File: src/hw/rtl/mcrr_pkg.sv
package mcrr_pkg;

  localparam int MAX_MOTORS = 8;
  localparam int IDX_W      = (MAX_MOTORS > 1) ? $clog2(MAX_MOTORS) : 1;
  localparam int CNT_W      = $clog2(MAX_MOTORS + 1);

  localparam logic [7:0] TICK_SAT          = 8'd255;
  localparam logic [3:0] RESET_ENGINE_CNT  = 4'd6;
  localparam logic [7:0] RESET_HOLD_TICKS  = 8'd4;

  // register indexes on the configuration port
  localparam logic REG_ENGINE_COUNT = 1'b0;
  localparam logic REG_REVERSE_HOLD = 1'b1;

  // request and command codes
  localparam logic REQ_SET_TARGET = 1'b0;
  localparam logic REQ_TICK       = 1'b1;
  localparam logic CMD_SPEED      = 1'b0;
  localparam logic CMD_REVERSE    = 1'b1;

  // broadcast from the top level to every cell
  typedef struct packed {
    logic             exec_tick;
    logic             exec_set;
    logic [2:0]       motor_index;
    logic [7:0]       speed;
    logic             reverse;
    logic [CNT_W-1:0] motors;
    logic [7:0]       hold;
  } ctl_t;

  // command raised by the cell that is served
  typedef struct packed {
    logic       valid;
    logic       kind;
    logic [7:0] value;
  } res_t;

endpackage

File: src/hw/rtl/motor_command_round_robin.sv
// a request accepted into the single request register is executed once the output register
// is free or being emptied; its command (if any) is then presented in the output register
// a new request is not accepted until the held one has been executed; a command left
// waiting on out_ready holds back the next execution
// reset (rst_n low, synchronous): all motor state zero, pointer token on motor 0,
// engine_count 6, reverse_hold_ticks 4, no request or command pending
module motor_command_round_robin (
  input  logic       clk,
  input  logic       rst_n,
  input  logic       in_valid,
  output logic       in_ready,
  input  logic       in_req_type,
  input  logic [2:0] in_motor_index,
  input  logic [7:0] in_target_speed,
  input  logic       in_target_reverse,
  output logic       out_valid,
  input  logic       out_ready,
  output logic       out_cmd_kind,
  output logic [2:0] out_cmd_motor,
  output logic [7:0] out_cmd_value,
  input  logic       cfg_wr_en,
  input  logic       cfg_index,
  input  logic [7:0] cfg_data
);

  localparam int N = mcrr_pkg::MAX_MOTORS;

  logic [3:0] engine_count_r;
  logic [7:0] hold_r;

  logic       busy_r;
  logic       req_type_r;
  logic [2:0] req_motor_r;
  logic [7:0] req_speed_r;
  logic       req_rev_r;

  logic       out_valid_r;
  logic       out_kind_r;
  logic [2:0] out_motor_r;
  logic [7:0] out_value_r;

  logic                       exec_en;
  logic [mcrr_pkg::CNT_W-1:0] motors;
  mcrr_pkg::ctl_t             ctl;
  logic [N-1:0]               tok;
  logic [N-1:0]               tok_in;
  logic [N-1:0]               wrap_req;
  logic [N-1:0]               res_valid;
  mcrr_pkg::res_t             res [N];

  logic       any_valid;
  logic       sel_kind;
  logic [2:0] sel_motor;
  logic [7:0] sel_value;

  always_comb begin
    if (engine_count_r == 4'd0) begin
      motors = mcrr_pkg::CNT_W'(1);
    end else if (32'(engine_count_r) > N) begin
      motors = mcrr_pkg::CNT_W'(N);
    end else begin
      motors = mcrr_pkg::CNT_W'(engine_count_r);
    end
  end

  // execute only when the output slot is free or being emptied
  assign exec_en  = busy_r && (!out_valid_r || out_ready);
  assign in_ready = !busy_r;

  always_comb begin
    ctl.exec_tick   = exec_en && (req_type_r == mcrr_pkg::REQ_TICK);
    ctl.exec_set    = exec_en && (req_type_r == mcrr_pkg::REQ_SET_TARGET);
    ctl.motor_index = req_motor_r;
    ctl.speed       = req_speed_r;
    ctl.reverse     = req_rev_r;
    ctl.motors      = motors;
    ctl.hold        = hold_r;
  end

  // token ring: cell 0 picks up the token when its holder wraps
  always_comb begin
    tok_in[0] = |wrap_req;
    for (int i = 1; i < N; i++) begin
      tok_in[i] = tok[i-1];
    end
  end

  for (genvar g = 0; g < N; g++) begin : g_cell
    mcrr_cell u_cell (
      .clk      (clk),
      .rst_n    (rst_n),
      .cell_idx (mcrr_pkg::IDX_W'(g)),
      .ctl      (ctl),
      .tok_in   (tok_in[g]),
      .tok_out  (tok[g]),
      .wrap_req (wrap_req[g]),
      .res      (res[g])
    );
    assign res_valid[g] = res[g].valid;
  end

  // at most one cell raises a command, so the results are merged by or
  always_comb begin
    any_valid = 1'b0;
    sel_kind  = 1'b0;
    sel_motor = '0;
    sel_value = '0;
    for (int i = 0; i < N; i++) begin
      if (res[i].valid) begin
        any_valid = 1'b1;
        sel_kind  = sel_kind | res[i].kind;
        sel_motor = sel_motor | 3'(i);
        sel_value = sel_value | res[i].value;
      end
    end
  end

  always_ff @(posedge clk) begin
    if (!rst_n) begin
      engine_count_r <= mcrr_pkg::RESET_ENGINE_CNT;
      hold_r         <= mcrr_pkg::RESET_HOLD_TICKS;
    end else if (cfg_wr_en) begin
      unique case (cfg_index)
        mcrr_pkg::REG_ENGINE_COUNT: engine_count_r <= cfg_data[3:0];
        mcrr_pkg::REG_REVERSE_HOLD: hold_r         <= cfg_data;
        default: ;
      endcase
    end
  end

  always_ff @(posedge clk) begin
    if (!rst_n) begin
      busy_r <= 1'b0;
    end else if (in_valid && in_ready) begin
      busy_r <= 1'b1;
    end else if (exec_en) begin
      busy_r <= 1'b0;
    end
  end

  always_ff @(posedge clk) begin
    if (in_valid && in_ready) begin
      req_type_r  <= in_req_type;
      req_motor_r <= in_motor_index;
      req_speed_r <= in_target_speed;
      req_rev_r   <= in_target_reverse;
    end
  end

  always_ff @(posedge clk) begin
    if (!rst_n) begin
      out_valid_r <= 1'b0;
    end else if (exec_en) begin
      out_valid_r <= any_valid;
    end else if (out_ready) begin
      out_valid_r <= 1'b0;
    end
  end

  always_ff @(posedge clk) begin
    if (exec_en && any_valid) begin
      out_kind_r  <= sel_kind;
      out_motor_r <= sel_motor;
      out_value_r <= sel_value;
    end
  end

  assign out_valid     = out_valid_r;
  assign out_cmd_kind  = out_kind_r;
  assign out_cmd_motor = out_motor_r;
  assign out_cmd_value = out_value_r;

  a_tok_onehot: assert property (@(posedge clk) disable iff (!rst_n) $onehot(tok))
    else $error("round-robin token not one-hot");

  a_one_cmd: assert property (@(posedge clk) disable iff (!rst_n) $onehot0(res_valid))
    else $error("more than one cell raised a command");

  a_cmd_from_exec: assert property (@(posedge clk) disable iff (!rst_n)
    $rose(out_valid_r) |-> $past(exec_en))
    else $error("command appeared without an executed request");

  a_busy_after_accept: assert property (@(posedge clk) disable iff (!rst_n)
    (in_valid && in_ready) |=> busy_r)
    else $error("accepted request not held");

endmodule

File: src/hw/rtl/mcrr_cell.sv
module mcrr_cell (
  input  logic                       clk,
  input  logic                       rst_n,
  input  logic [mcrr_pkg::IDX_W-1:0] cell_idx,
  input  mcrr_pkg::ctl_t             ctl,
  input  logic                       tok_in,
  output logic                       tok_out,
  output logic                       wrap_req,
  output mcrr_pkg::res_t             res
);

  logic [7:0] des_speed_r, des_speed_nxt;
  logic [7:0] app_speed_r, app_speed_nxt;
  logic       des_dir_r, des_dir_nxt;
  logic       app_dir_r, app_dir_nxt;
  logic [7:0] ticks_r, ticks_nxt;
  logic       tok_r, tok_nxt;

  logic                       in_use;
  logic                       take;
  logic [7:0]                 ticks_inc;
  logic                       do_rev;
  logic                       do_speed;
  logic [mcrr_pkg::CNT_W-1:0] idx_ext;

  assign idx_ext  = mcrr_pkg::CNT_W'(cell_idx);
  assign in_use   = idx_ext < ctl.motors;
  // the pointer wraps when the next motor is not in use (also for a stale pointer)
  assign wrap_req = tok_r && ((idx_ext + mcrr_pkg::CNT_W'(1)) >= ctl.motors);
  assign take     = tok_in && in_use;
  assign tok_out  = tok_r;

  always_comb begin
    ticks_inc = ticks_r;
    if (ctl.exec_tick && in_use && (ticks_r != mcrr_pkg::TICK_SAT)) begin
      ticks_inc = ticks_r + 8'd1;
    end
  end

  assign do_rev   = ctl.exec_tick && take && (ticks_inc >= ctl.hold) && (des_dir_r != app_dir_r);
  assign do_speed = ctl.exec_tick && take && !do_rev && (des_speed_r != app_speed_r);

  always_comb begin
    des_speed_nxt = des_speed_r;
    des_dir_nxt   = des_dir_r;
    app_speed_nxt = app_speed_r;
    app_dir_nxt   = app_dir_r;
    ticks_nxt     = ticks_inc;
    tok_nxt       = tok_r;
    if (ctl.exec_set && (8'(ctl.motor_index) == 8'(cell_idx))) begin
      des_speed_nxt = ctl.speed;
      des_dir_nxt   = ctl.reverse;
    end
    if (ctl.exec_tick) begin
      tok_nxt = take;
    end
    if (do_rev) begin
      app_dir_nxt = des_dir_r;
      ticks_nxt   = 8'd0;
    end
    if (do_speed) begin
      app_speed_nxt = des_speed_r;
    end
  end

  always_comb begin
    res.valid = do_rev || do_speed;
    res.kind  = do_rev ? mcrr_pkg::CMD_REVERSE : mcrr_pkg::CMD_SPEED;
    res.value = do_rev ? {7'd0, des_dir_r} : des_speed_r;
  end

  always_ff @(posedge clk) begin
    if (!rst_n) begin
      des_speed_r <= '0;
      app_speed_r <= '0;
      des_dir_r   <= 1'b0;
      app_dir_r   <= 1'b0;
      ticks_r     <= '0;
      tok_r       <= (cell_idx == '0);
    end else begin
      des_speed_r <= des_speed_nxt;
      app_speed_r <= app_speed_nxt;
      des_dir_r   <= des_dir_nxt;
      app_dir_r   <= app_dir_nxt;
      ticks_r     <= ticks_nxt;
      tok_r       <= tok_nxt;
    end
  end

endmodule
File: config.mk
export PLATFORM = sky130hd
export DESIGN_NAME = motor_command_round_robin
export DESIGN_NICKNAME = d
export VERILOG_FILES = /design/src/hw/rtl/mcrr_pkg.sv /design/src/hw/rtl/motor_command_round_robin.sv /design/src/hw/rtl/mcrr_cell.sv
export SDC_FILE = /design/constraint.sdc
export NUM_CORES = 1
export LEC_CHECK = 0
export BUFFER_PORTS_ARGS = -buffer_cell sky130_fd_sc_hd__buf_2
export CORE_ASPECT_RATIO = 1.1
export CORE_MARGIN = 4
export CORE_UTILIZATION = 55
export CTS_BUF_LIST = sky130_fd_sc_hd__clkbuf_8
export DETAILED_ROUTE_END_ITERATION = 6
export PLACE_DENSITY = 0.78
export SYNTH_ARGS = -nofsm -noshare
export SYNTH_HDL_FRONTEND = slang
export SYNTH_SLANG_ARGS = --single-unit
File: constraint.sdc
create_clock -name clk -period 4.2 [get_ports clk]
set_input_delay 0.42 -clock clk [delete_from_list [all_inputs] [get_ports clk]]
set_output_delay 0.42 -clock clk [all_outputs]
set_load 0.02 [all_outputs]
==> results.sh, run 1 <==
export IMPL_syn_area_um2=12880
export IMPL_nets=1463
export IMPL_cp_required_ns=4.59
export IMPL_synth_async_reset_ratio=0
export IMPL_die_w_um=153.9
export IMPL_synthAdderAreaFrac=0.06992
export IMPL_slowest_stage="a311oi_4"
export IMPL_maxCapViolations=0
export IMPL_drt_iter0_drc=516
export IMPL_maxSlewHeadroom=0.2440
export IMPL_synth_simple_area_share=0.2081
export IMPL_power_density_nw_per_um2=335.3
export IMPL_hp_class="in -> reg"
export IMPL_crit_path_end_kind="register"
export IMPL_synth_ff_type="dfxtp_1"
export IMPL_synth_most_common_cell="dfxtp_1"
export IMPL_post_route_period_util=0.9408
export IMPL_synthMuxAreaShare=0.09867
export IMPL_crit_type="reg -> reg"
export IMPL_vias=9508
export IMPL_dieHeight_um=168.5
export IMPL_clockRootBuffer="clkbuf_8"
export IMPL_clock_path_buffers=3
export IMPL_grtUsageTotal=0.2228
export IMPL_cts_tree="built"
export IMPL_yosys_area_top_type="dfxtp_1"
export IMPL_synth_seq_cells=255
export IMPL_vdd_drop_max_mv=0.3074
export IMPL_initial_core_util=0.5618
export IMPL_insertion_delay_ns=0.55
export IMPL_p_total_mw=4.742
export IMPL_drt_wl_total_um=29000
export IMPL_critPathLaunchType="register"
export IMPL_synth_area_per_cell_um2=9.775
export IMPL_cp_common_cell="nand3_1"
export IMPL_yosysTopAreaCellShare=0.3574
export IMPL_io_pins=41
export IMPL_setup_viol_count_final=0
export IMPL_cp_buffers_inverters=1
export IMPL_gp_congestion=0.9170
export IMPL_synth_compound_area_frac=0.09041
export IMPL_ys_types=62
export IMPL_core_area_um2=22930
export IMPL_path_max_fanout=15
export IMPL_grt_setup_unrepaired="no"
export IMPL_tightest_slew_ns=1.129
export IMPL_cts_resized=0
export IMPL_fin_area_um2=14140
export IMPL_io_buffer_count=40
export IMPL_dp_hpwl_um=20760
export IMPL_critPathMaxStageDelay_ns=0.45
export IMPL_syn_to_final_growth_pct=9.789
export IMPL_holdBufCountCts=0
export IMPL_slew_viol_final=0
export IMPL_post_cts_setup_buffer_count=0
export IMPL_path_cells="and2_2 -> nand2_2 -> a311oi_4 -> and4_1 -> nand3_1 -> xnor2_1 -> ha_1 -> a21oi_1 -> o21ai_0 -> a32oi_1 -> nor3b_2 -> buf_4 -> a2bb2oi_1 -> and3_1 -> nand3_1"
export IMPL_viasPerCell=5.616
export IMPL_maxClockFrequency_ghz=0.2531
export IMPL_placed_cell_area_um2=13360
export IMPL_synth_top_family_by_area="simple AND/OR/NAND/NOR gates"
export IMPL_ant_nets=0
export IMPL_grt_antenna_before_repair=0
export IMPL_drive_above_1_share=0.1012
export IMPL_synth_fp_nets=1417
export IMPL_dieArea_um2=25940
export IMPL_n_antenna_cell=0
export IMPL_synthCells=1318
export IMPL_cpLargestDelayFamily="simple AND/OR/NAND/NOR gates"
export IMPL_synth_edff_count=25
export IMPL_synth_common_cells="dfxtp_1, nor2b_1, mux2i_1"
export IMPL_seq_area_frac_synth=0.4157
export IMPL_overflow=0
export IMPL_route_detailed_drc=0
export IMPL_cts_clk_slew_worst_paths_ns=0.06
export IMPL_htreeDepth=2
export IMPL_grt_pass1_wl_um=47640
export IMPL_yosysWarnings=0
export IMPL_period_needed_ns=3.952
export IMPL_ys_top_cells_by_area="dfxtp_1, mux2i_1, nor2b_1, ha_1, edfxtp_1"
export IMPL_finClkSkew_ns=0.01372
export IMPL_dr_pass1_iters=6
export IMPL_wl_per_cell_um=17.13
export IMPL_hold_viol=0
export IMPL_critical_path_arrival_ns=4.34
export IMPL_synth_xor_area_share=0.08770
export IMPL_cts_buffers=42
export IMPL_grt_pass1_vias=9471
export IMPL_row_count=58
export IMPL_status="complete, no violations"
export IMPL_grt_max_degree=79
export IMPL_p_leak_nw=5.684
export IMPL_cts_sinks=255
## routing by layer
layer | global-route usage | wire length (µm) | part of all wire
met5 | 0 | 0 | 0
met3 | 0.03810 | 1218 | 0.042
met1 | 0.2842 | 12960 | 0.45
met4 | 0.09524 | 1039 | 0.036
met2 | 0.3742 | 13780 | 0.48
## power by group
part | total (mW) | switching, mW | internal [mW]
clock | 2.00 | 0.956 | 1.04
combinational | 0.224 | 0.128 | 0.0962
sequential | 2.52 | 0.0386 | 2.48
total | 4.74 | 1.12 | 3.62
## cell type report
class / count / area, µm²
clock buffer: 48 / 660.6
clock inverter: 25 / 107.6
fill: 1968 / 8787
inverter: 29 / 108.9
multi-input combinational: 977 / 7179
sequential: 255 / 5355
tap: 300 / 375.4
timing repair buffer: 59 / 357.8
## per-stage QoR
step | utilization | setup WS, ns | hold slack (ns) | std cells | TNS [ns]
after global placement | 0.5826 | 0.03783 | 0.4529 | 1620 | 0
after floorplan | - | 0.4133 | 0.4408 | 1318 | 0
after global routing | 0.6168 | 0.01271 | 0.02195 | 1693 | 0
after detailed placement | 0.5826 | -0.03285 | 0.4604 | 1620 | -0.06141
final | 0.6168 | 0.2485 | 0.05383 | 1693 | 0
after CTS | 0.6161 | 0.07728 | 0.02348 | 1693 | 0
## kinds of logic (layout without fill, tap and decap cells)
family | after synthesis | after routing
xor+xnor | 129 | 129
compound gates | 158 | 158
flops | 255 | 255
fa+ha+maj | 72 | 72
buf+inv | 86 | 161
simple gates | 492 | 492
mux | 126 | 126
## worst register-to-register path, stage by stage (launching register included)
cell and delay (ns):
dfxtp_1 0.39, and2_2 0.27, nand2_2 0.18, a311oi_4 0.45, and4_1 0.32, nand3_1 0.11, xnor2_1 0.24, ha_1 0.30
a21oi_1 0.11, o21ai_0 0.09, a32oi_1 0.28, nor3b_2 0.30, buf_4 0.31, a2bb2oi_1 0.13, and3_1 0.21, nand3_1 0.12
## flip-flops by register name, indices dropped and copies added (netlist names), 3 cells and up
register                   flops
g_cell.u_cell.app_speed_r     64
g_cell.u_cell.des_speed_r     64
g_cell.u_cell.ticks_r         64
g_cell.u_cell.app_dir_r        8
g_cell.u_cell.des_dir_r        8
g_cell.u_cell.tok_out          8
hold_r                         8
out_cmd_value                  8
req_speed_r                    8
engine_count_r                 4
out_cmd_motor                  3
req_motor_r                    3
## cell usage in the layout, fill, tap and decap left out, types with 5 or more instances in the layout
cell type,Yosys,final
a21boi_0,36,36
a21oi_1,36,35
a222oi_1,8,8
a2bb2oi_1,8,8
and3_1,34,34
and4_1,8,8
buf_2,10,39
buf_4,2,19
clkbuf_8,0,48
dfxtp_1,230,230
edfxtp_1,25,25
ha_1,72,72
inv_1,29,51
mux2_2,8,8
mux2i_1,118,118
nand2_1,116,115
nand2b_1,10,9
nand3_1,33,33
nand3b_1,5,5
nand4_1,28,28
nor2_1,45,45
nor2b_1,174,174
nor3_1,8,7
nor4_1,10,10
o21a_1,8,8
o21ai_0,18,18
or3_1,6,6
xnor2_1,75,75
xor2_1,54,54
## final timing paths
check,startpoint,to,slack (ns),cells after the start
setup / recovery,busy_r,out_cmd_value[6],0.25,15
setup reg to reg,busy_r,out_cmd_value[6],0.25,15
hold / removal,in_target_speed[1],req_speed_r[1],0.05,1
hold reg to reg,hold_r[5],hold_r[5],0.47,2
Note: power is estimated with default switching activity, not from simulation.
==> inputs of run 2 (changes only) <==
--- a/config.mk
+++ b/config.mk
@@ -5,13 +5,13 @@
 export SDC_FILE = /design/constraint.sdc
 export NUM_CORES = 1
 export LEC_CHECK = 0
-export BUFFER_PORTS_ARGS = -buffer_cell sky130_fd_sc_hd__buf_2
 export CORE_ASPECT_RATIO = 1.1
 export CORE_MARGIN = 4
 export CORE_UTILIZATION = 55
 export CTS_BUF_LIST = sky130_fd_sc_hd__clkbuf_8
 export DETAILED_ROUTE_END_ITERATION = 6
-export PLACE_DENSITY = 0.78
+export DONT_BUFFER_PORTS = 1
+export PLACE_DENSITY = 0.76
 export SYNTH_ARGS = -nofsm -noshare
 export SYNTH_HDL_FRONTEND = slang
 export SYNTH_SLANG_ARGS = --single-unit
==> constraint.sdc (replaced) <==
create_clock -name clk -period 4.2 [get_ports clk]
set_input_delay 0.42 -clock clk [delete_from_list [all_inputs] [get_ports clk]]
set_output_delay 0.42 -clock clk [all_outputs]
set_load 0.01 [all_outputs]
==> run 2 against run 1 <==
  * First-iteration DRC count increased by 12%
  * Register-to-register slack improved by 0.02 ns
  * Largest cell class unchanged
  * Wire length increased by 7.8%
  * Sequential share of layout area is 0.75 points lower
  * Cell count decreased by 0.35%
  * Highest routed layer unchanged
  * Fmax grew 0.58%
  * Sequential power about the same
==> results.sh, run 2 (same netlist as run 1, synthesis figures left out) <==
export IMPL_status="complete, no violations"
export IMPL_io_pins=41
export IMPL_reg_top3="g_cell.u_cell.app_speed_r: 64 flops, g_cell.u_cell.des_speed_r: 64 flops, g_cell.u_cell.ticks_r: 64 flops"
export IMPL_met1_usage=0.3000
export IMPL_period_needed_ns=3.929
export IMPL_nets=1449
export IMPL_most_common_layout_cells="dfxtp_1, nor2b_1, mux2i_1"
export IMPL_dp_hpwl_um=20650
export IMPL_placed_cell_area_um2=13160
export IMPL_maxSlewHeadroom=0.2922
export IMPL_dieHeight_um=168.5
export IMPL_tightest_slew_ns=1.057
export IMPL_grt_antenna_before_repair=0
export IMPL_slew_viol_final=0
export IMPL_initial_core_util=0.5618
export IMPL_worst_slack_ns=0.2714
export IMPL_insertion_delay_ns=0.58
export IMPL_htreeDepth=2
export IMPL_fin_area_um2=14430
export IMPL_cp_required_ns=4.52
export IMPL_gp_congestion=0.8736
export IMPL_cts_tree="built"
export IMPL_crit_path_end_kind="register"
export IMPL_grtUsageTotal=0.2387
export IMPL_grt_use_met2=0.4175
export IMPL_p_total_mw=5.202
export IMPL_fillCellCount=1936
export IMPL_post_route_period_util=0.9354
export IMPL_dr_pass1_iters=6
export IMPL_hold_viol=0
export IMPL_seq_area_um2=5355
export IMPL_core_area_um2=22930
export IMPL_drt_iter0_drc=577
export IMPL_maxClockFrequency_ghz=0.2545
export IMPL_ant_nets=0
export IMPL_viasPerCell=5.684
export IMPL_wl_per_cell_um=18.54
export IMPL_row_count=58
export IMPL_drive_above_1_share=0.08802
export IMPL_setup_reg_to_reg_worst_slack_ns=0.27
export IMPL_maxCapViolations=0
export IMPL_path_max_fanout=9
export IMPL_vdd_drop_max_mv=0.2873
export IMPL_grt_pass1_wl_um=50050
export IMPL_layout_commonest_cell="dfxtp_1"
export IMPL_cts_sinks=255
export IMPL_p_leak_nw=5.730
export IMPL_die_w_um=153.9
export IMPL_critical_path_arrival_ns=4.25
export IMPL_grt_max_degree=57
export IMPL_grt_setup_unrepaired="no"
export IMPL_critPathMaxStageDelay_ns=0.49
export IMPL_syn_to_final_growth_pct=12.00
export IMPL_multiInputGateArea_um2=7194
export IMPL_busiest_layer="met2"
export IMPL_grt_pass1_vias=9503
export IMPL_clock_path_buffers=3
export IMPL_hp_class="in -> reg"
export IMPL_pre_cts_ws_ns=0.02163
export IMPL_setup_tns_ns=0
export IMPL_drt_wl_total_um=31280
export IMPL_vias=9589
export IMPL_slowest_stage="dfxtp_1"
export IMPL_overflow=0
export IMPL_dieArea_um2=25940
export IMPL_route_detailed_drc=0
export IMPL_clockRootBuffer="clkbuf_8"
export IMPL_use_met3=0.04091
export IMPL_setup_viol_count_final=0
export IMPL_power_density_nw_per_um2=360.5
export IMPL_cts_clk_slew_worst_paths_ns=0.07
export IMPL_io_buffer_count=0
export IMPL_final_core_util=0.6293
export IMPL_cts_buffers=45
export IMPL_crit_type="reg -> reg"
export IMPL_finClkSkew_ns=0.03508
export IMPL_critPathLaunchType="register"
export IMPL_path_cells="or3_1 -> nand3_1 -> a31oi_4 -> and3_1 -> nand2_1 -> xnor2_1 -> ha_1 -> nand2_1 -> nor3_1 -> a21oi_2 -> o21a_1 -> a22oi_1 -> nand4_1 -> or3_1"
==> run 2: per-stage QoR <==
stage | instances | hold slack, ns
2_1_floorplan | 1318 | 0.4408
3_3_place_gp | 1580 | 0.4504
3_5_place_dp | 1580 | 0.4607
4_1_cts | 1683 | 0.001366
5_1_grt | 1686 | 0.01025
6_report | 1687 | 0.02832
==> run 2: worst max-delay path, delay by kind of cell, from the launching register on <==
kind	cells	cell delay, ns
AND/OR/NAND/NOR	8	1.70
AO/OA/AOI/OAI	4	1.04
flip-flops	1	0.49
adder cells (fa/ha/maj)	1	0.30
XOR/XNOR	1	0.15
==> run 2: repair_timing <==
item | in CTS | in global routing
setup endpoints to repair | 1 | 30
hold endpoints to repair | 69 | 1
setup buffers | 0 | 2
hold buffers | 20 | 1
pin swaps | 0 | 1
resized for setup | 1 | 5
==> run 2: per-layer routing <==
| metal | routed length (µm) | share of wire |
|---|---|---|
| met5 | 0 | 0 |
| met4 | 872 | 0.028 |
| met3 | 1622 | 0.052 |
| met2 | 15250 | 0.49 |
| met1 | 13530 | 0.43 |
==> run 2: worst paths after layout <==
| path | startpoint | to | cells after the start |
|---|---|---|---|
| hold / removal | cfg_data[6] | hold_r[6] | 2 |
| hold reg to reg | hold_r[6] | hold_r[6] | 2 |
| setup reg to reg | engine_count_r[2] | out_cmd_value[0] | 14 |
| setup / recovery | engine_count_r[2] | out_cmd_value[0] | 14 |
==> run 2: layout make-up <==
| class | count | area share |
|---|---|---|
| multi-input combinational | 977 | 0.4986 |
| clock buffer | 55 | 0.05246 |
| sequential | 255 | 0.3711 |
| tap | 300 | 0.02601 |
| timing repair buffer | 42 | 0.02844 |
| antenna | 1 | 0.0001734 |
| clock inverter | 28 | 0.01569 |
| inverter | 29 | 0.007544 |
==> run 2: where the power goes <==
group          switching (mW)  internal, mW  total, mW
Sequential             0.0376          2.48       2.52
Combinational           0.128         0.104      0.232
Clock                    1.07          1.38       2.45
==> inputs of run 3 (changes only) <==
--- a/config.mk
+++ b/config.mk
@@ -5,13 +5,14 @@
 export SDC_FILE = /design/constraint.sdc
 export NUM_CORES = 1
 export LEC_CHECK = 0
+export ABC_CLOCK_PERIOD_IN_PS = 4200
 export CORE_ASPECT_RATIO = 1.1
 export CORE_MARGIN = 4
-export CORE_UTILIZATION = 55
+export CORE_UTILIZATION = 36
 export CTS_BUF_LIST = sky130_fd_sc_hd__clkbuf_8
 export DETAILED_ROUTE_END_ITERATION = 6
 export DONT_BUFFER_PORTS = 1
-export PLACE_DENSITY = 0.76
+export PLACE_DENSITY = 0.56
 export SYNTH_ARGS = -nofsm -noshare
 export SYNTH_HDL_FRONTEND = slang
 export SYNTH_SLANG_ARGS = --single-unit
==> run 3 against run 2 <==
  * Sequential power barely moved
  * Wire length grew 3.1%
  * Utilization decreased by 21 points
  * Register-to-register slack about the same
  * Design area rose by 1.9%
  * Non-clock buffer count up 13
  * Power shrank 1.3%
  * Global-route usage is 7.1 points lower
  * Clock skew is 0.0082 ns higher
  * Sequential share of layout area shrank 0.69 points
  * Hold slack improved by 0.0077 ns
  * Critical endpoint is now out_valid
==> results.sh, run 3 (same netlist as run 1, synthesis figures left out) <==
export IMPL_use_met3=0.03091
export IMPL_fin_area_um2=14710
export IMPL_drive_above_1_share=0.08714
export IMPL_slew_viol_final=0
export IMPL_drt_iter0_drc=462
export IMPL_n_antenna_cell=0
export IMPL_grt_max_degree=134
export IMPL_tightest_slew_ns=1.145
export IMPL_status="complete, no violations"
export IMPL_fillCellCount=3468
export IMPL_seq_area_um2=5355
export IMPL_p_clk_frac=0.463
export IMPL_pre_cts_ws_ns=0.1338
export IMPL_grt_antenna_before_repair=0
export IMPL_setup_tns_ns=0
export IMPL_maxSlewHeadroom=0.2336
export IMPL_p_total_mw=5.135
export IMPL_slowest_stage="a2111oi_0"
export IMPL_crit_type="reg -> reg"
export IMPL_syn_to_final_growth_pct=14.14
export IMPL_route_detailed_drc=0
export IMPL_dieHeight_um=206.4
export IMPL_dp_cells=1766
export IMPL_power_density_nw_per_um2=349.2
export IMPL_critPathLaunchType="register"
export IMPL_placed_cell_area_um2=13420
export IMPL_cts_clk_slew_worst_paths_ns=0.06
export IMPL_r2r_start="out_valid"
export IMPL_maxClockFrequency_ghz=0.2545
export IMPL_startpoint="out_valid"
export IMPL_critical_path_arrival_ns=4.38
export IMPL_cp_required_ns=4.66
export IMPL_vias=9376
export IMPL_grt_pass1_vias=9460
export IMPL_clockRootBuffer="clkbuf_8"
export IMPL_grt_setup_unrepaired="yes"
export IMPL_nets=1463
export IMPL_instances_no_fill=1881
export IMPL_timing_hold_ws_ns=0.03598
export IMPL_critPathMaxStageDelay_ns=0.44
export IMPL_crit_path_end_kind="register"
export IMPL_dp_hpwl_um=22220
export IMPL_dieArea_um2=38880
export IMPL_initial_core_util=0.3658
export IMPL_gp_congestion=0.8435
export IMPL_core_area_um2=35220
export IMPL_hold_viol=0
export IMPL_busiest_layer="met2"
export IMPL_comb_power_share=0.047
export IMPL_grt_use_met2=0.2766
export IMPL_insertion_delay_ns=0.60
export IMPL_finClkSkew_ns=0.04323
export IMPL_post_route_period_util=0.9354
export IMPL_wl_per_cell_um=17.14
export IMPL_cts_sinks=255
export IMPL_final_core_util=0.4175
export IMPL_grtUsageTotal=0.1672
export IMPL_hp_class="in -> reg"
export IMPL_ant_nets=0
export IMPL_multiInputGateArea_um2=7173
export IMPL_die_w_um=188.4
export IMPL_clock_path_buffers=3
export IMPL_row_count=72
export IMPL_min_from="cfg_wr_en"
export IMPL_setup_viol_count_final=0
export IMPL_maxCapViolations=0
export IMPL_most_common_layout_cells="dfxtp_1, nor2b_1, mux2i_1"
export IMPL_io_pins=41
export IMPL_cts_buffers=46
export IMPL_met1_usage=0.2193
export IMPL_dr_pass1_iters=5
export IMPL_worst_slack_ns=0.2712
export IMPL_path_max_fanout=8
export IMPL_grt_pass1_wl_um=51870
export IMPL_overflow=0
export IMPL_p_leak_nw=5.764
export IMPL_viasPerCell=4.985
export IMPL_cts_tree="built"
export IMPL_path_cells="nor2b_1 -> nor2_1 -> o211a_1 -> mux2_2 -> ha_1 -> a2111oi_0 -> a2bb2oi_1 -> nor2_1 -> nor4bb_1 -> nand4_1 -> buf_4 -> o21a_1"
export IMPL_cell_internal_pwr_mw=3.883
export IMPL_io_buffer_count=0
export IMPL_seqPwrFrac=0.491
export IMPL_vdd_drop_max_mv=0.2642
export IMPL_htreeDepth=2
export IMPL_layout_commonest_cell="dfxtp_1"
export IMPL_period_needed_ns=3.929
export IMPL_swShare=0.2438
export IMPL_drt_wl_total_um=32230
export IMPL_reg_top3="g_cell.u_cell.app_speed_r: 64 flops, g_cell.u_cell.des_speed_r: 64 flops, g_cell.u_cell.ticks_r: 64 flops"
export IMPL_power_switching_mw=1.252
export IMPL_cp_common_cell="nor2_1"
-- run 3: power by group through the flow --
stage	Combinational, mW	Clock [mW]	Sequential (mW)
2_1_floorplan	0.168	0	2.55
3_3_place_gp	0.182	0	2.57
3_5_place_dp	0.187	0	2.57
4_1_cts	0.240	2.46	2.52
5_1_grt	0.267	2.57	2.52
6_report	0.240	2.38	2.52
-- run 3: worst paths after layout --
| check | depth (start not counted) | end | slack, ns |
|---|---|---|---|
| setup / recovery | 12 | out_valid | 0.27 |
| hold / removal | 2 | hold_r[7] | 0.04 |
| setup reg to reg | 12 | out_valid | 0.27 |
| hold reg to reg | 2 | hold_r[1] | 0.47 |
-- run 3: routing by layer --
layer  wire [µm]  share of wire
met5           0              0
met4         950          0.029
met3        1499          0.047
met2       14920           0.46
met1       14860           0.46
-- run 3: final cells by class --
cell class	count	area share
Clock inverter	27	0.01064
Sequential cell	255	0.3642
Inverter	29	0.007402
Multi-Input combinational cell	977	0.4878
Tap cell	481	0.04093
Clock buffer	57	0.05335
Timing Repair Buffer	55	0.03574
-- run 3: repair_timing --
item                       in CTS  in global routing
setup endpoints to repair       0                 30
hold buffers                   29                  0
hold endpoints to repair      147                  0
setup buffers                   0                  2
gates resized for setup         0                  3
-- run 3: critical path, delay by kind of cell, from the launching register on --
family                   cells  cell delay [ns]
AO/OA/AOI/OAI                4             1.37
adder cells (fa/ha/maj)      1             0.27
buffers and inverters        1             0.22
flip-flops                   1             0.37
multiplexers                 1             0.38
AND/OR/NAND/NOR              5             1.19
